[config.mk]
export PLATFORM = sky130hd
export DESIGN_NAME = brf_out_buf
export DESIGN_NICKNAME = d
export VERILOG_FILES = /design/src/rtl/brf_pkg.sv /design/src/rtl/brf_out_buf.sv
export SDC_FILE = /design/constraint.sdc
export NUM_CORES = 1
export LEC_CHECK = 0
export ABC_AREA = 1
export BUFFER_PORTS_ARGS = -buffer_cell sky130_fd_sc_hd__buf_4
export CAP_MARGIN = 0
export CORE_MARGIN = 2
export CORE_UTILIZATION = 25
export DETAILED_ROUTE_END_ITERATION = 10
export PLACE_DENSITY = 0.54
export SLEW_MARGIN = 20
export SYNTH_ARGS = -nofsm -noshare
export SYNTH_HDL_FRONTEND = slang
export SYNTH_SLANG_ARGS = --single-unit
[constraint.sdc]
create_clock -name clk_i -period 12 [get_ports clk_i]
set_input_delay 0.6 -clock clk_i [delete_from_list [all_inputs] [get_ports clk_i]]
set_output_delay 0.6 -clock clk_i [all_outputs]
set_load 0.03 [all_outputs]
[src/rtl/brf_pkg.sv]
// Shared types, codes and constants for the bisection root finder.
package brf_pkg;

  localparam int unsigned SCAN_POINTS_DEF = 200;
  localparam int unsigned MAX_ROUNDS_DEF  = 100;

  localparam int unsigned CFG_W   = 31;
  localparam int unsigned ROUND_W = 8;
  localparam int unsigned PHASE_W = 3;

  localparam logic [CFG_W-1:0] TOL_RESET = 31'd7;
  localparam logic [CFG_W-1:0] FIN_RESET = 31'd655;

  // configuration register indexes
  localparam logic REG_TOLERANCE    = 1'b0;
  localparam logic REG_FINAL_ACCEPT = 1'b1;

  // command codes
  localparam logic CMD_START = 1'b0;
  localparam logic CMD_REPLY = 1'b1;

  // result kinds
  localparam logic KIND_PROBE   = 1'b0;
  localparam logic KIND_VERDICT = 1'b1;

  // sequencer phases
  localparam logic [PHASE_W-1:0] PH_IDLE   = 3'd0;
  localparam logic [PHASE_W-1:0] PH_END_A  = 3'd1;
  localparam logic [PHASE_W-1:0] PH_END_B  = 3'd2;
  localparam logic [PHASE_W-1:0] PH_SCAN   = 3'd3;
  localparam logic [PHASE_W-1:0] PH_BISECT = 3'd4;
  localparam logic [PHASE_W-1:0] PH_FINAL  = 3'd5;

  typedef struct packed {
    logic               cmd;
    logic signed [31:0] x_low;
    logic signed [31:0] x_high;
    logic signed [31:0] sample_value;
    logic               sample_invalid;
  } brf_in_t;

  typedef struct packed {
    logic               kind;
    logic signed [31:0] x_point;
    logic signed [31:0] y_value;
    logic               found;
  } brf_out_t;

  // scan step magnitude and sign from the divider
  typedef struct packed {
    logic        neg;
    logic [31:0] mag;
  } brf_step_t;

endpackage

[src/rtl/brf_out_buf.sv]
// Two-entry result buffer: output register plus skid register.
module brf_out_buf (
  input  logic              clk_i,
  input  logic              rst_ni,
  input  logic              push_i,
  input  brf_pkg::brf_out_t data_i,
  input  logic              out_ready_i,
  output logic              out_valid_o,
  output brf_pkg::brf_out_t out_data_o,
  output logic              full_o
);
  import brf_pkg::*;

  logic     main_vld_q, main_vld_d;
  logic     skid_vld_q, skid_vld_d;
  brf_out_t main_q, main_d;
  brf_out_t skid_q, skid_d;
  logic     pop;

  always_comb begin
    pop        = main_vld_q && out_ready_i;
    main_vld_d = main_vld_q;
    skid_vld_d = skid_vld_q;
    main_d     = main_q;
    skid_d     = skid_q;
    if (!main_vld_q || pop) begin
      if (skid_vld_q) begin
        main_d     = skid_q;
        main_vld_d = 1'b1;
        skid_d     = data_i;
        skid_vld_d = push_i;
      end else begin
        main_d     = data_i;
        main_vld_d = push_i;
      end
    end else if (push_i) begin
      skid_d     = data_i;
      skid_vld_d = 1'b1;
    end
  end

  always_ff @(posedge clk_i or negedge rst_ni) begin
    if (!rst_ni) begin
      main_vld_q <= 1'b0;
      skid_vld_q <= 1'b0;
    end else begin
      main_vld_q <= main_vld_d;
      skid_vld_q <= skid_vld_d;
    end
  end

  always_ff @(posedge clk_i) begin
    main_q <= main_d;
    skid_q <= skid_d;
  end

  assign out_valid_o = main_vld_q;
  assign out_data_o  = main_q;
  assign full_o      = skid_vld_q;

  a_skid_order: assert property (@(posedge clk_i) disable iff (!rst_ni)
    skid_vld_q |-> main_vld_q)
    else $error("skid entry held with empty output register");

endmodule

# Yosys cells after proc, flatten, opt, wreduce, memory -nomap -nowiden
# Index checks and enable logic that the tools add are counted.
[word_totals] rom_bits=0 n_memories=0 ramBits=0 out_inout_bits=68 latch_bits=0 regBits=134
[op_classes] order_cmp=0 eq_ne=1 addsub=0 mul=0 shifts=0 n_reduce_logical=5 bitwise=0 div=0 muxes=8
[ops] op="$mux W66" n=4
[ops] op="$mux W1" n=4
[ops] op="$ne A2 B2 Y1 const B" n=1
[ops] op="$reduce_and A2 Y1" n=1
[ops] op="$reduce_bool A2 Y1" n=1
[ops] op="$logic_and A1 B1 Y1" n=1
[ops] op="$logic_not A1 Y1" n=1
[ops] op="$logic_or A1 B1 Y1" n=1

# Longest topological paths before layout
# Gate-level depths: netlist of run 1.
[depth] depth_word=4 depth_mapped=6

# Worst setup path before layout of run 1
# Ideal clock, no wire load.
[synth_timing] path_kind="in2reg" from="in out_ready_i" to="reg skid_q[0] (netlist bit) (enable)" stages=5 arrival_ns=3.421 n_path_buf=0 t_required_ns=11.297 path_slack_ns=7.876 cell_sequence="inv_1 nand2_1 nand2_1 nand2_1 nand2_1"
[synth_via] elab_chain_len=4 word_cells_on_any_way=5 cone_classes="1 x eq/ne; 4 x reduce/logical"
[synth_rtl] element="from (decl)" line_no="brf_out_buf.sv:7" text="input logic out_ready_i,"
[synth_rtl] element="$logic_and A1 B1 Y1 *" line_no="brf_out_buf.sv:21" text="pop = main_vld_q && out_ready_i;"
[synth_rtl] element="$logic_or A1 B1 Y1 *" line_no="brf_out_buf.sv:26" text="if (!main_vld_q || pop) begin"
[synth_rtl] element="$ne A2 B2 Y1 (no source line) / $reduce_bool A2 Y1 (equally long branches)"
[synth_rtl] element="$reduce_and A2 Y1 (no source line) *"
[synth_rtl] element="to (signal assigned)" line_no="brf_out_buf.sv:54" text="skid_q <= skid_d;"
[synth_rtl] element="to (decl)" line_no="brf_out_buf.sv:17" text="brf_out_t skid_q, skid_d;"
# Every way passes the cells marked *; elsewhere a longest branch is shown, timed or not.
# A chain may end at the register's enable or synchronous reset.

# Worst setup path in the final report of run 1
[layout_timing] from="reg skid_vld_q, in the netlist full_o" to="reg skid_q[52] (netlist bit) (enable)"
[layout_via] elab_chain_len=2
[layout_rtl] element="from (decl)" line_no="brf_out_buf.sv:15" text="logic skid_vld_q, skid_vld_d;"
[layout_rtl] element="from (signal assigned)" line_no="brf_out_buf.sv:48" text="skid_vld_q <= skid_vld_d;"
[layout_rtl] element="$ne A2 B2 Y1 (no source line)"
[layout_rtl] element="$reduce_and A2 Y1 (no source line)"
# No other way between the ends.

==> results.ini, run 1 <==
[run_status]
status = finished clean

[routing]
wirelength_um = 9808
vias_per_cell = 3.788
antenna_left = 0
wl_per_cell_um = 12.59
drc = 0
via_count = 2951
drt-initial-drc-count = 128
drtPass1Iterations = 4

[floorplan]
initial_core_util_pct = 25.38
die_w_um = 144.1
die_y_um = 144.1
row_count = 51
core_area_mm2 = 0.01933
io_pins = 138
dieArea_mm2 = 0.02076

[global_route]
track_usage_pct = 9.993
grt_pass1_vias = 3084
grt_overflow = 0
grt_first_pass_wirelength_um = 15790
antenna_found_initial = 0
grt_start_max_net_pins = 71

[clock_network]
clkTransAtPathRegs_ps = 60
cts.sinks = 134
root_buffer = clkbuf_16
cts_resized = 0
tritoncts = done
cts_setup_buffers = 0
cts_buffers = 17
clockBufferDepth = 2
clk_latency_ps = 410
htree_levels = 4
cts_hold_buf = 1

[worst_setup_path]
path_common_cell = nand2_1
setup.worst_path.end_class = register
required_ps = 12030
critPathTopFamily = simple AND/OR/NAND/NOR gates
worst-path-max-fanout = 67
max_stage_delay_ps = 690
r2r_start = full_o
path_class = register to register
start_kind = register
cp_data_arrival_time_ps = 2570
path_buf_inv = 1
r2r_slack_ps = 9460
crit_chain = clkinv_2 -> nand2_1 -> nand2_1 -> nand2_4
crit_path_top_delay_cell = clkinv_2
r2r_end = skid_q[52]
r2r_cells = 4

[logic_synthesis]
synth-seq-area-share_pct = 81.80
syn_inst = 358
avgSynthCellArea_um2 = 13.71
yosysWarnings = 0
synth_area_mm2 = 0.004907
post_synth_mux_area_share_pct = 0
synthAdderAreaFrac_pct = 0
synth_xor_area_share_pct = 0
synth_compound_area_share_pct = 0
yosys.area_share.simple_pct = 15.86
synth_nets = 428
yosys_register_bits = 134
ys_types = 11
synth_top_family_by_area = simple AND/OR/NAND/NOR gates

[sta]
setup_viol = 0
period_share_pct = 21.15
slew_headroom_pct = 38.29
setup_tns_ps = 0
rsz0062_at_grt = no
tightest_slew_ps = 925.6
drv_slew = 0
fmax_mhz = 394.0
hold_violations = 0
skew_ps = 5.807
worst_slack_ps = 9462
fin_crit_ps = 2538

[worst_hold_path]
hold_depth = 1
hold_path_class = input port to register
worstHoldEndpoint = skid_q[2]
min_from = data_i[2]

[power_and_ir_drop]
p_int_uw = 941.3
switching_power_uw = 344.4
power_density_mw_per_mm2 = 191.4
ir_drop_mv = 0.08932
p_leak_uw = 0.002869
seq_power_share_pct = 47.3
clockPowerShare_pct = 36.2
p_comb_share_pct = 16.6
sw_frac_of_total_pct = 26.79

[final_layout]
syn_to_final_growth_pct = 36.89
antenna_cells = 0
drive_gt1_share_pct = 32.30
final_nets = 571

[place]
dpl_worst_slack_ps = 9186
place_congestion = 0.7186
io_buffers = 137
place_hpwl_um = 6324

[flow_run]
maxCapViolCount = 0

==> metrics by stage <==
step	instance area, µm²	power, µW	utilization [%]	hold WS (ps)	std cells
2_1_floorplan	4907	749.4	-	304.4	358
3_3_place_gp	6183	830.3	31.98	384.3	746
3_5_place_dp	6183	834.2	31.98	386.4	746
4_1_cts	6716	1304	34.74	357.1	779
5_1_grt	6718	1350	34.74	350.0	779
6_report	6718	1286	34.74	381.2	779
==> Yosys cell counts <==
master / number / share of area [%]
nand3_1: 1 / 0.10
nor2_1: 1 / 0.076
buf_4: 1 / 0.15
nand2_1: 205 / 16
clkbuf_1: 1 / 0.076
edfxtp_1: 132 / 81
buf_2: 8 / 0.82
buf_6: 5 / 1.1
dfrtp_1: 2 / 1.0
inv_1: 1 / 0.076
inv_2: 1 / 0.076
==> metal layers <==
layer	vias up	GRT usage, %	share of wire, %
met5	-	0	0
met4	0	3.096	1.2
li1	1497	-	-
met1	1355	12.84	45
met2	91	15.51	47
met3	8	4.007	6.3
==> area by class of cell <==
class | instances | area [µm²]
Multi-Input combinational cell | 207 | 793.3
Clock buffer | 19 | 432.9
Clock inverter | 13 | 90.09
Timing Repair Buffer | 139 | 1046
Fill cell | 1922 | 12620
Inverter | 2 | 8.758
Tap cell | 265 | 331.6
Sequential cell | 134 | 4015
==> layout by cell type, fill, tap and decap left out, types with 2 or more instances in the layout <==
| cell type | synthesis | final |
|---|---|---|
| buf_4 | 1 | 138 |
| clkbuf_1 | 1 | 2 |
| clkbuf_16 | 0 | 17 |
| clkinv_1 | 0 | 6 |
| clkinv_2 | 0 | 4 |
| clkinvlp_4 | 0 | 3 |
| edfxtp_1 | 132 | 132 |
| nand2_1 | 205 | 203 |
| nand2_4 | 0 | 2 |
==> power by group through the flow <==
stage	sequential [µW]	clock (µW)	combinational, µW
3_3_place_gp	617	0	213
5_1_grt	614	501	234
3_5_place_dp	617	0	217
4_1_cts	609	478	217
2_1_floorplan	683	0	66.4
6_report	608	465	213
==> logic make-up (layout without fill, tap and decap cells) <==
kind of cell	after synthesis	in the layout
buffers and inverters	17	173
DFF	134	134
and+or+nand+nor	207	207
==> registers in the layout, summed over array words and instances (netlist names) <==
name,flops
out_valid_o,1
out_data_o,66
skid_q,66
full_o,1
==> worst max path at each step <==
stage / slack, ps / from / end / cells after the start
floorplan: 7880 / out_ready_i / skid_q[0] / 5
global placement: 9250 / out_ready_i / skid_q[5] / 5
detailed placement: 9190 / out_ready_i / skid_q[56] / 5
CTS: 9470 / full_o / skid_q[52] / 4
global route: 9140 / full_o / skid_q[9] / 4
finish: 9460 / full_o / skid_q[52] / 4
No activity file was read; power rests on OpenSTA's default activity.
==> run 2: changes to the inputs <==
PLACE_DENSITY = 0.56   (was 0.54)
clock period = 2.1 ns   (was 12 ns; I/O delays follow)
==> run 2 against run 1 <==
Effect of this change:
- total power rose to 6.3 times the previous value
- maximum frequency up 55%
- wire length up 16%
- cell count up 9.5%
- count of clock-buffer cells in the layout down 2
- first-iteration DRC count down 17%
- design area up 13%
- clock skew about the same
- combinational power rose to 6.4 times the previous value
- sequential share of layout area down 7.0 points
- worst setup slack worse by 9000 ps
- worst hold slack worse by 340 ps
==> results.ini, run 2 (synthesis results as in run 1) <==
[worst_setup_path]
crit_chain = nand2_8 -> buf_4
max_stage_delay_ps = 570  ; -120 ps
r2r_slack_ps = 460  ; -9000 ps
setup.worst_path.end_class = register
start_kind = register
required_ps = 2130  ; -9900 ps
r2r_end = out_data_o[18]
cp_data_arrival_time_ps = 1680  ; -890 ps
worst-path-max-fanout = 49  ; -27%
r2r_cells = 2  ; -2
crit_path_top_delay_cell = buf_4
path_class = register to register
critPathTopFamily = buffers and inverters
path_buf_inv = 1  ; unchanged
r2r_start = out_valid_o

[power_and_ir_drop]
ir_drop_mv = 0.5005  ; +460%
clockPowerShare_pct = 40.7  ; +4.5 points
sw_frac_of_total_pct = 25.18  ; -1.6 points
seq_power_share_pct = 42.5  ; -4.8 points
power_density_mw_per_mm2 = 1072  ; +460%
p_comb_share_pct = 16.8  ; +0.2 points
p_leak_uw = 0.003261  ; +14%
p_total_uw = 8162  ; +530%
p_int_uw = 6106  ; +550%
switching_power_uw = 2055  ; +500%

[global_route]
antenna_found_initial = 1  ; +1
grt_overflow = 0  ; unchanged
track_usage_pct = 10.99  ; +1.0 points
grt_first_pass_wirelength_um = 16970  ; +7.5%
grt_start_max_net_pins = 67  ; -5.6%
grt_pass1_vias = 3396  ; +10%

[sta]
setup_viol = 0  ; unchanged
skew_ps = 6.034  ; +0.2273 ps
setup_tns_ps = 0  ; unchanged
slew_headroom_pct = 55.01  ; +17 points
drv_slew = 0  ; unchanged
fmax_mhz = 608.9  ; +55%
period_share_pct = 78.21  ; +57 points
fin_crit_ps = 1642  ; -895.9 ps
tightest_slew_ps = 674.9  ; -250.7 ps
hold_violations = 0  ; unchanged
rsz0062_at_grt = no

[place]
io_buffers = 137  ; unchanged
place_congestion = 0.7044  ; -2.0%
place_hpwl_um = 7064  ; +12%

[routing]
antenna_left = 0  ; unchanged
vias_per_cell = 3.807  ; +0.49%
drt-initial-drc-count = 106  ; -17%
wirelength_um = 11360  ; +16%
wl_per_cell_um = 13.32  ; +5.8%
drc = 0  ; unchanged
drtPass1Iterations = 4  ; unchanged
via_count = 3247  ; +10%

[final_layout]
final_nets = 645  ; +13%
final_common_cell = nand2_1
syn_to_final_growth_pct = 55.10
drive_gt1_share_pct = 29.98  ; -2.3 points
final_cell_mix = 203 x nand2_1, 142 x buf_4, 132 x edfxtp_1, 69 x dlygate4sd3_1, 17 x clkbuf_16

[floorplan]
core_area_mm2 = 0.01933  ; unchanged
die_y_um = 144.1  ; unchanged
die_w_um = 144.1  ; unchanged
initial_core_util_pct = 25.38  ; unchanged
io_pins = 138  ; unchanged
row_count = 51  ; unchanged
dieArea_mm2 = 0.02076  ; unchanged

[run_status]
status = finished clean

[worst_hold_path]
worstHoldEndpoint = full_o
min_from = out_ready_i
hold_depth = 4  ; +3
hold_path_class = input port to register

[clock_network]
htree_levels = 4  ; unchanged
clkTransAtPathRegs_ps = 60  ; about the same
tritoncts = done
cts.sinks = 134  ; unchanged
clockBufferDepth = 2  ; unchanged
cts_buffers = 17  ; unchanged
root_buffer = clkbuf_16
clk_latency_ps = 400  ; about the same
cts_resized = 0  ; unchanged

[flow_run]
maxCapViolCount = 0  ; unchanged

==> run 2: cell types whose count changed in the layout (fill, tap and decap cells not counted), moves of 3 or more <==
cell | previous run | this run
clkinv_1 | 6 | 3
bufinv_16 | 1 | 6
dlygate4sd3_1 | 1 | 69
clkinv_2 | 4 | 1
buf_4 | 138 | 142
==> run 2: worst max-delay path by stage <==
stage	startpoint	end	cells past startpoint
after floorplan	out_valid_o	skid_q[0]	4
after global placement	out_valid_o	out_data_o[12]	2
after detailed placement	out_valid_o	out_data_o[14]	2
after CTS	out_valid_o	out_data_o[14]	2
after global routing	out_valid_o	out_data_o[18]	2
final	out_valid_o	out_data_o[18]	2
==> run 2: routing by layer <==
metal | routed length, µm | global-route usage [%]
met3 | 625 | 3.775
met5 | 0 | 0
met4 | 156 | 4.231
met2 | 5607 | 18.57
met1 | 4970 | 12.92
==> run 2: final cells by class <==
type                            instances  area (µm²)
Timing Repair Buffer                  213        1797
Inverter                                2       7.507
Multi-Input combinational cell        207       802.0
Clock buffer                           17       425.4
Antenna cell                            1       2.502
Fill cell                            1863       11720
Sequential cell                       134        4015
Tap cell                              265       331.6
Clock inverter                         14       230.2
==> run 2: timing repair <==
action,4_1_cts,5_1_grt
hold buffers,69,0
buffers inserted,0,0
endpoints found under the hold margin,136,0
==> run 2: power groups by stage <==
| stage | clock network [µW] | logic, µW | registers, µW |
|---|---|---|---|
| CTS | 3420 | 1400 | 3470 |
| global placement | 0 | 1270 | 3520 |
| floorplan | 0 | 386 | 3890 |
| finish | 3320 | 1370 | 3470 |
| detailed placement | 0 | 1300 | 3520 |
| global route | 3510 | 1490 | 3500 |
==> run 2: stage by stage <==
| step | worst slack (ps) | cells | utilization [%] | hold slack, ps | instance area [µm²] |
|---|---|---|---|---|---|
| finish | 457.6 | 853 | 39.36 | 46.02 | 7611 |
| global route | 367.4 | 853 | 39.36 | 35.29 | 7611 |
| CTS | 423.7 | 852 | 39.35 | 22.77 | 7609 |
| detailed placement | 439.6 | 752 | 32.39 | -104.8 | 6262 |
| global placement | 492.7 | 752 | 32.39 | -106.0 | 6262 |
| floorplan | 90.68 | 358 | - | -190.6 | 4931 |
==> run 2: worst reg2reg max path: stages (launching register included) <==
cell     delay, ps
dfrtp_1        450
nand2_8        200
buf_4          580
